[src/sgbp_pkg.sv]
`timescale 1ns / 1ps
package sgbp_pkg;

  localparam int MAX_RADIUS = 6;
  localparam int WIN_DEPTH  = 2 * MAX_RADIUS + 1;
  localparam int TAP_COUNT  = MAX_RADIUS + 1;
  localparam int IDX_W      = $clog2(WIN_DEPTH);
  localparam int DIST_W     = $clog2(TAP_COUNT);
  localparam int RAD_W      = 3;
  localparam int TAP_W      = 16;
  localparam int CH_W       = 8;
  localparam int NUM_CH     = 4;
  localparam int PIX_W      = NUM_CH * CH_W;
  localparam int PROD_W     = TAP_W + CH_W;
  localparam int ACC_W      = PROD_W + $clog2(WIN_DEPTH);
  localparam int WSUM_W     = TAP_W + $clog2(WIN_DEPTH);
  localparam int DVS_W      = WSUM_W + CH_W - 1;
  localparam int STEP_W     = $clog2(CH_W);
  localparam int CFG_IDX_W  = 3;
  localparam int CFG_DATA_W = 16;

  localparam logic [RAD_W-1:0] RADIUS_RESET     = RAD_W'(3);
  localparam logic [TAP_W-1:0] TAP_CENTER_RESET = {TAP_W{1'b1}};

  typedef enum logic [CFG_IDX_W-1:0] {
    REG_RADIUS,
    REG_TAP_CENTER,
    REG_TAP_ONE,
    REG_TAP_TWO,
    REG_TAP_THREE,
    REG_TAP_FOUR,
    REG_TAP_FIVE,
    REG_TAP_SIX
  } cfg_reg_t;

  typedef enum logic [2:0] {
    ST_IDLE,
    ST_FLUSH,
    ST_MAC,
    ST_DIV,
    ST_OUT
  } state_t;

endpackage

[src/sgbp_in_if.sv]
`timescale 1ns / 1ps
interface sgbp_in_if
  import sgbp_pkg::*;
();
  logic            valid;
  logic            ready;
  logic [CH_W-1:0] in_red;
  logic [CH_W-1:0] in_green;
  logic [CH_W-1:0] in_blue;
  logic [CH_W-1:0] in_alpha;
  logic            line_end;

  modport source (output valid, in_red, in_green, in_blue, in_alpha, line_end, input ready);
  modport sink   (input valid, in_red, in_green, in_blue, in_alpha, line_end, output ready);
endinterface

[src/sgbp_out_if.sv]
`timescale 1ns / 1ps
interface sgbp_out_if
  import sgbp_pkg::*;
();
  logic            valid;
  logic            ready;
  logic [CH_W-1:0] out_red;
  logic [CH_W-1:0] out_green;
  logic [CH_W-1:0] out_blue;
  logic [CH_W-1:0] out_alpha;
  logic            out_last;

  modport source (output valid, out_red, out_green, out_blue, out_alpha, out_last, input ready);
  modport sink   (input valid, out_red, out_green, out_blue, out_alpha, out_last, output ready);
endinterface

[src/separable_gaussian_blur_pass_unit.sv]
`timescale 1ns / 1ps
// An accepted pixel with no output frees the input in the next cycle.
// Each output steps the multiply-accumulate through 2R+1 taps, the restoring
// divider over 8 quotient bits, then waits in the output register until taken.
// No new pixel is taken until that output is taken; R = effective radius.
// Reset: synchronous; radius 3, center tap 65535, other taps 0, no line open.
module separable_gaussian_blur_pass_unit
  import sgbp_pkg::*;
(
  input  logic                  clk,
  input  logic                  rst_n,
  sgbp_in_if.sink               in_ch,
  sgbp_out_if.source            out_ch,
  input  logic                  cfg_we,
  input  logic [CFG_IDX_W-1:0]  cfg_index,
  input  logic [CFG_DATA_W-1:0] cfg_data
);

  state_t state_r, state_nxt;

  logic [RAD_W-1:0]  radius_r;
  logic [TAP_W-1:0]  taps_r [TAP_COUNT];
  logic [PIX_W-1:0]  win_r [WIN_DEPTH];
  logic [PIX_W-1:0]  pix_r;
  logic [DIST_W-1:0] pending_r;
  logic              started_r;
  logic              end_r;
  logic              last_r;
  logic [IDX_W-1:0]  mac_idx_r;
  logic [ACC_W-1:0]  acc_r [NUM_CH];
  logic [WSUM_W-1:0] wsum_r;
  logic [DVS_W-1:0]  dvs_r;
  logic [CH_W-1:0]   quo_r [NUM_CH];
  logic [STEP_W-1:0] step_r;

  logic              accept;
  logic              emit_now;
  logic              start_flush_mac;
  logic              mac_done;
  logic [DIST_W-1:0] r_eff;
  logic [DIST_W-1:0] pending_eff;
  logic [IDX_W-1:0]  center;
  logic [IDX_W-1:0]  lo_idx;
  logic [DIST_W-1:0] tap_dist;
  logic [TAP_W-1:0]  weight;
  logic [PIX_W-1:0]  in_pix;
  logic [PIX_W-1:0]  tap_pix;
  logic [WSUM_W-1:0] wsum_nxt;
  logic [PROD_W-1:0] prod [NUM_CH];

  assign r_eff = (int'(radius_r) > MAX_RADIUS) ? DIST_W'(MAX_RADIUS) : DIST_W'(radius_r);
  assign center = IDX_W'(WIN_DEPTH - 1) - IDX_W'(r_eff);
  assign lo_idx = center - IDX_W'(r_eff);
  assign in_pix = {in_ch.in_alpha, in_ch.in_blue, in_ch.in_green, in_ch.in_red};
  assign pending_eff = started_r ? pending_r : '0;

  assign accept   = in_ch.valid && in_ch.ready;
  assign emit_now = pending_eff >= r_eff;
  assign mac_done = (mac_idx_r == IDX_W'(WIN_DEPTH - 1));

  // multiply-accumulate datapath
  assign tap_dist = (mac_idx_r > center) ? DIST_W'(mac_idx_r - center)
                                         : DIST_W'(center - mac_idx_r);
  assign weight  = taps_r[tap_dist];
  assign tap_pix = win_r[mac_idx_r];
  assign wsum_nxt = wsum_r + WSUM_W'(weight);

  always_comb begin
    for (int c = 0; c < NUM_CH; c++) begin
      prod[c] = weight * tap_pix[c*CH_W +: CH_W];
    end
  end

  // sequencer
  always_comb begin
    state_nxt       = state_r;
    start_flush_mac = 1'b0;
    unique case (state_r)
      ST_IDLE: begin
        if (accept) begin
          if (emit_now) begin
            state_nxt = ST_MAC;
          end else if (in_ch.line_end) begin
            state_nxt = ST_FLUSH;
          end
        end
      end
      ST_FLUSH: begin
        if (pending_r != '0) begin
          start_flush_mac = 1'b1;
          state_nxt       = ST_MAC;
        end else begin
          state_nxt = ST_IDLE;
        end
      end
      ST_MAC: begin
        if (mac_done) begin
          state_nxt = ST_DIV;
        end
      end
      ST_DIV: begin
        if (step_r == '0) begin
          state_nxt = ST_OUT;
        end
      end
      ST_OUT: begin
        if (out_ch.ready) begin
          state_nxt = end_r ? ST_FLUSH : ST_IDLE;
        end
      end
      default: state_nxt = ST_IDLE;
    endcase
  end

  always_ff @(posedge clk) begin
    if (!rst_n) begin
      state_r <= ST_IDLE;
    end else begin
      state_r <= state_nxt;
    end
  end

  // configuration registers
  always_ff @(posedge clk) begin
    if (!rst_n) begin
      radius_r <= RADIUS_RESET;
      for (int t = 0; t < TAP_COUNT; t++) begin
        taps_r[t] <= (t == 0) ? TAP_CENTER_RESET : '0;
      end
    end else if (cfg_we) begin
      if (cfg_reg_t'(cfg_index) == REG_RADIUS) begin
        radius_r <= cfg_data[RAD_W-1:0];
      end else begin
        taps_r[DIST_W'(cfg_index - CFG_IDX_W'(REG_TAP_CENTER))] <= cfg_data[TAP_W-1:0];
      end
    end
  end

  // line control
  always_ff @(posedge clk) begin
    if (!rst_n) begin
      started_r <= 1'b0;
      pending_r <= '0;
    end else if (accept) begin
      started_r <= !in_ch.line_end;
      pending_r <= emit_now ? pending_eff : pending_eff + DIST_W'(1);
    end else if (start_flush_mac) begin
      pending_r <= pending_r - DIST_W'(1);
    end
  end

  // window, accumulate and divide
  always_ff @(posedge clk) begin
    if (accept) begin
      pix_r  <= in_pix;
      end_r  <= in_ch.line_end;
      last_r <= in_ch.line_end && (pending_eff == '0);
      for (int i = 0; i < WIN_DEPTH; i++) begin
        if (!started_r || i == WIN_DEPTH - 1) begin
          win_r[i] <= in_pix;
        end else begin
          win_r[i] <= win_r[i+1];
        end
      end
    end else if (start_flush_mac) begin
      last_r <= (pending_r == DIST_W'(1));
      for (int i = 0; i < WIN_DEPTH - 1; i++) begin
        win_r[i] <= win_r[i+1];
      end
      win_r[WIN_DEPTH-1] <= pix_r;
    end

    if ((accept && emit_now) || start_flush_mac) begin
      mac_idx_r <= lo_idx;
      wsum_r    <= '0;
      for (int c = 0; c < NUM_CH; c++) begin
        acc_r[c] <= '0;
      end
    end else if (state_r == ST_MAC) begin
      mac_idx_r <= mac_idx_r + IDX_W'(1);
      wsum_r    <= wsum_nxt;
      for (int c = 0; c < NUM_CH; c++) begin
        acc_r[c] <= acc_r[c] + ACC_W'(prod[c]);
      end
      if (mac_done) begin
        dvs_r  <= DVS_W'(wsum_nxt) << (CH_W - 1);
        step_r <= STEP_W'(CH_W - 1);
      end
    end else if (state_r == ST_DIV) begin
      dvs_r  <= dvs_r >> 1;
      step_r <= step_r - STEP_W'(1);
      for (int c = 0; c < NUM_CH; c++) begin
        if (acc_r[c] >= ACC_W'(dvs_r)) begin
          acc_r[c] <= acc_r[c] - ACC_W'(dvs_r);
          quo_r[c] <= {quo_r[c][CH_W-2:0], 1'b1};
        end else begin
          quo_r[c] <= {quo_r[c][CH_W-2:0], 1'b0};
        end
      end
    end
  end

  assign in_ch.ready      = (state_r == ST_IDLE);
  assign out_ch.valid     = (state_r == ST_OUT);
  assign out_ch.out_red   = (wsum_r == '0) ? '0 : quo_r[0];
  assign out_ch.out_green = (wsum_r == '0) ? '0 : quo_r[1];
  assign out_ch.out_blue  = (wsum_r == '0) ? '0 : quo_r[2];
  assign out_ch.out_alpha = (wsum_r == '0) ? '0 : quo_r[3];
  assign out_ch.out_last  = last_r;

  a_pending_bound: assert property (@(posedge clk) disable iff (!rst_n)
    int'(pending_r) <= MAX_RADIUS)
    else $error("pending count beyond window");

  a_mac_range: assert property (@(posedge clk) disable iff (!rst_n)
    state_r == ST_MAC |-> mac_idx_r >= lo_idx && mac_idx_r <= IDX_W'(WIN_DEPTH - 1))
    else $error("tap index outside kernel span");

  a_last_closes: assert property (@(posedge clk) disable iff (!rst_n)
    (out_ch.valid && out_ch.ready && out_ch.out_last) |-> !started_r && pending_r == '0)
    else $error("last pixel sent with line still open");

  a_end_busy: assert property (@(posedge clk) disable iff (!rst_n)
    (accept && in_ch.line_end) |=> !in_ch.ready)
    else $error("line end taken without flush");

endmodule
[src/flat_wrapper.sv]
// flat-port wrapper written by rule: the top's interface ports become plain ports
module separable_gaussian_blur_pass_unit_flat import sgbp_pkg::*;
  (clk, rst_n, cfg_we, cfg_index, cfg_data, in_ch_valid, in_ch_in_red, in_ch_in_green, in_ch_in_blue, in_ch_in_alpha, in_ch_line_end, in_ch_ready, out_ch_valid, out_ch_out_red, out_ch_out_green, out_ch_out_blue, out_ch_out_alpha, out_ch_out_last, out_ch_ready);
  sgbp_in_if in_ch_i ();
  sgbp_out_if out_ch_i ();
  input  logic clk;
  input  logic rst_n;
  input  logic cfg_we;
  input  logic [CFG_IDX_W-1:0] cfg_index;
  input  logic [CFG_DATA_W-1:0] cfg_data;
  input wire logic [$bits(in_ch_i.valid)-1:0] in_ch_valid;
  input wire logic [$bits(in_ch_i.in_red)-1:0] in_ch_in_red;
  input wire logic [$bits(in_ch_i.in_green)-1:0] in_ch_in_green;
  input wire logic [$bits(in_ch_i.in_blue)-1:0] in_ch_in_blue;
  input wire logic [$bits(in_ch_i.in_alpha)-1:0] in_ch_in_alpha;
  input wire logic [$bits(in_ch_i.line_end)-1:0] in_ch_line_end;
  output wire logic [$bits(in_ch_i.ready)-1:0] in_ch_ready;
  output wire logic [$bits(out_ch_i.valid)-1:0] out_ch_valid;
  output wire logic [$bits(out_ch_i.out_red)-1:0] out_ch_out_red;
  output wire logic [$bits(out_ch_i.out_green)-1:0] out_ch_out_green;
  output wire logic [$bits(out_ch_i.out_blue)-1:0] out_ch_out_blue;
  output wire logic [$bits(out_ch_i.out_alpha)-1:0] out_ch_out_alpha;
  output wire logic [$bits(out_ch_i.out_last)-1:0] out_ch_out_last;
  input wire logic [$bits(out_ch_i.ready)-1:0] out_ch_ready;
  assign in_ch_i.valid = in_ch_valid;
  assign in_ch_i.in_red = in_ch_in_red;
  assign in_ch_i.in_green = in_ch_in_green;
  assign in_ch_i.in_blue = in_ch_in_blue;
  assign in_ch_i.in_alpha = in_ch_in_alpha;
  assign in_ch_i.line_end = in_ch_line_end;
  assign in_ch_ready = in_ch_i.ready;
  assign out_ch_valid = out_ch_i.valid;
  assign out_ch_out_red = out_ch_i.out_red;
  assign out_ch_out_green = out_ch_i.out_green;
  assign out_ch_out_blue = out_ch_i.out_blue;
  assign out_ch_out_alpha = out_ch_i.out_alpha;
  assign out_ch_out_last = out_ch_i.out_last;
  assign out_ch_i.ready = out_ch_ready;
  separable_gaussian_blur_pass_unit u_core (.clk(clk), .rst_n(rst_n), .in_ch(in_ch_i), .out_ch(out_ch_i), .cfg_we(cfg_we), .cfg_index(cfg_index), .cfg_data(cfg_data));
endmodule
[config.mk]
export PLATFORM = sky130hd
export DESIGN_NAME = separable_gaussian_blur_pass_unit_flat
export DESIGN_NICKNAME = d
export VERILOG_FILES = /design/src/sgbp_pkg.sv /design/src/sgbp_in_if.sv /design/src/sgbp_out_if.sv /design/src/separable_gaussian_blur_pass_unit.sv /design/src/flat_wrapper.sv
export SDC_FILE = /design/constraint.sdc
export NUM_CORES = 2
export LEC_CHECK = 0
export BUFFER_PORTS_ARGS = -buffer_cell sky130_fd_sc_hd__buf_4
export CAP_MARGIN = 20
export CORE_UTILIZATION = 60
export CTS_BUF_LIST = sky130_fd_sc_hd__clkbuf_16
export DETAILED_ROUTE_END_ITERATION = 8
export PLACE_DENSITY = 0.76
export SLEW_MARGIN = 10
export SYNTH_ARGS = -nofsm -noshare
export SYNTH_HDL_FRONTEND = slang
export SYNTH_SLANG_ARGS = --single-unit
[constraint.sdc]
create_clock -name clk -period 9.35 [get_ports clk]
set_input_delay 0.4675 -clock clk [delete_from_list [all_inputs] [get_ports clk]]
set_output_delay 0.4675 -clock clk [all_outputs]
set_load 0.1 [all_outputs]
==> results.toml <==
[grt]
grt_max_degree = 214
antenna_found_initial = 4
grt_first_pass_wirelength_mm = 244
overflow = 0
grt.total_usage = 0.309
grt_pass1_vias = 42900

[cells_and_area]
final_nets = 6462
most-common-layout-cells = "794 x inv_1, 739 x edfxtp_1, 512 x nor2_1, 431 x nand2_1, 431 x fa_1"
final_common_cell = "inv_1"
stdcell_count = 6996
area_growth_pct = 8.27
drive_above_1_share = 0.100
fin_area_um2 = 65300

[cts]
clk_path_buf_depth = 3
cts-root-buf = "clkbuf_16"
cts_tree = "yes"
cts_setup_buffers = 0
htree_levels = 3
clk_pin_slew_ns = 0.06
cts_sinks = 790
clk_latency_ns = 0.69
numCtsBuffers = 83

[die]
rows = 115
core_area_um2 = 99000
num_io_pins = 92
fp.dieH_um = 319
start_util = 0.610
die_x_um = 319
dieArea_um2 = 102000

[route]
drc = 0
post_drt_wl_per_cell_um = 22.2
first_pass_iters = 5
drt_wl_total_mm = 156
final_antenna_net_count = 0
vias_per_cell = 6.17
drt-initial-drc-count = 4569
vias = 43100

[sta]
worst_slew_pin_slew_ns = 1.13
setup_violations = 0
max_freq_mhz = 112
hold_viol = 0
fin_tns_setup_ns = 0
relSlewSlack = 0.243
drv_slew = 0
finalCritPeriodShare = 0.956
rsz0062_at_grt = "false"
period_minus_slack_ns = 8.94
skew_ns = 0.0354

[setup_path]
critPathMaxFanout = 12
required_ns = 9.79
cp.arrival_ns = 9.38
max_stage_delay_ns = 0.75
reg2regPathDepth = 33
crit_slowest_cell = "xnor2_4"
critPathLaunchType = "flop"
crit_type = "reg -> reg"
critPathCaptureType = "flop"

[synth]
synth_edf_count = 739
netlist_area_um2 = 60300
syn-num-nets = 6435
yosysWarningCount = 0
synth_flop_cell = "edfxtp_1"
synth_top_area_cell = "edfxtp_1"
ys_seq_area_frac = 0.385
synthTopCellsByArea = "edfxtp_1 37%, fa_1 14%, ha_1 7.0%"
ys_async_sr_fraction = 0
syn_area_per_cell_um2 = 10.8
netlist_instances = 5609
ys_types = 95
synth_top_area_share = 0.368
ys_ff_latch = 790

[placed_design]
gp_congestion = 0.942
dpl_cell_area_um2 = 62400
dp.cells = 6813
io_buffers = 91
hpwl_mm = 109

[job]
drv_cap = 0

[min_path]
hold_depth = 1
hold_class = "in -> reg"

[status]
status = "finished clean"
==> routing by layer <==
metal / wire length, um / global-route usage
met5: 31 / 0
met4: 6500 / 0.116
met3: 14400 / 0.0588
met2: 71300 / 0.489
met1: 63400 / 0.426
==> layout make-up <==
| type | instances | area (um2) |
|---|---|---|
| fillers | 7432 | 33700 |
| multi-input cells | 3744 | 33000 |
| flip-flops and latches | 790 | 23200 |
| inverters | 791 | 2970 |
| clock buffers | 83 | 2080 |
| repair buffers | 226 | 1820 |
| well taps | 1287 | 1610 |
| clock inverters | 68 | 582 |
| diodes | 7 | 17.5 |
==> registers in the layout (all words and copies together), names as in the netlist, 4 cells and up, named ones only <==
signal            count
u_core.win_r        416
u_core.pix_r         32
u_core.dvs_r         27
u_core.taps_r       128
u_core.wsum_r        20
u_core.quo_r         32
u_core.acc_r        112
u_core.mac_idx_r      4
==> logic make-up (layout without fill, tap and decap cells) <==
kind of cell,after synthesis,after routing,synth area share
xor+xnor,189,189,0.0277
compound gates,1190,1190,0.137
flops,790,790,0.385
other cells,0,7,0
simple gates,1385,1385,0.103
buf+inv,1075,1168,0.0700
fa+ha+maj,770,770,0.213
mux,210,210,0.0647
==> final timing paths <==
check / from / endpoint / slack, ns
setup / recovery: u_core.radius_r[1] / u_core.acc_r[0][27] / 0.41
hold / removal: in_ch_in_green[1] / u_core.pix_r[9] / 0.03
setup reg to reg: u_core.radius_r[1] / u_core.acc_r[0][27] / 0.41
hold reg to reg: u_core.quo_r[0][6] / u_core.quo_r[0][7] / 0.44
==> metrics by stage <==
step	hold slack (ns)	setup WS, ns	utilization
finish	0.0311	0.410	0.660
global route	0.0162	0.0540	0.660
CTS	0.000378	0.485	0.660
detailed placement	0.426	0.486	0.630
global placement	0.425	0.604	0.630
floorplan	0.418	0.829	-
==> what timing repair did <==
item / in CTS / in global routing
endpoints found under the hold margin: 23 / 0
hold buffers: 23 / 0
gates resized for setup: 0 / 0
==> critical path: cells and delay by family (launching register included) <==
kind | cells | cell delay, ns
adders and majority gates | 7 | 2.84
AOI/OAI and AO/OA | 9 | 2.09
and+or+nand+nor | 6 | 0.94
buffers and inverters | 7 | 0.91
muxes | 3 | 0.75
xor gates and xnor gates | 1 | 0.75
DFF | 1 | 0.41
==> cells in the mapped netlist (29+ instances only) <==
cell type	count
a211oi_1	31
a21o_1	382
a21oi_1	206
a22o_1	132
and2_1	50
and3_1	29
buf_2	55
clkbuf_1	183
dfxtp_1	51
edfxtp_1	739
fa_1	431
ha_1	338
inv_1	776
mux2i_1	38
mux4_2	130
nand2_1	432
nand2b_1	96
nand3_1	53
nor2_1	516
nor2b_1	77
nor3_1	38
o21a_1	30
o21ai_0	138
o22ai_1	69
xnor2_1	98
xor2_1	90
Power is not shown: default switching activity piles up to over one toggle a cycle in this logic, so the estimate is an artifact.
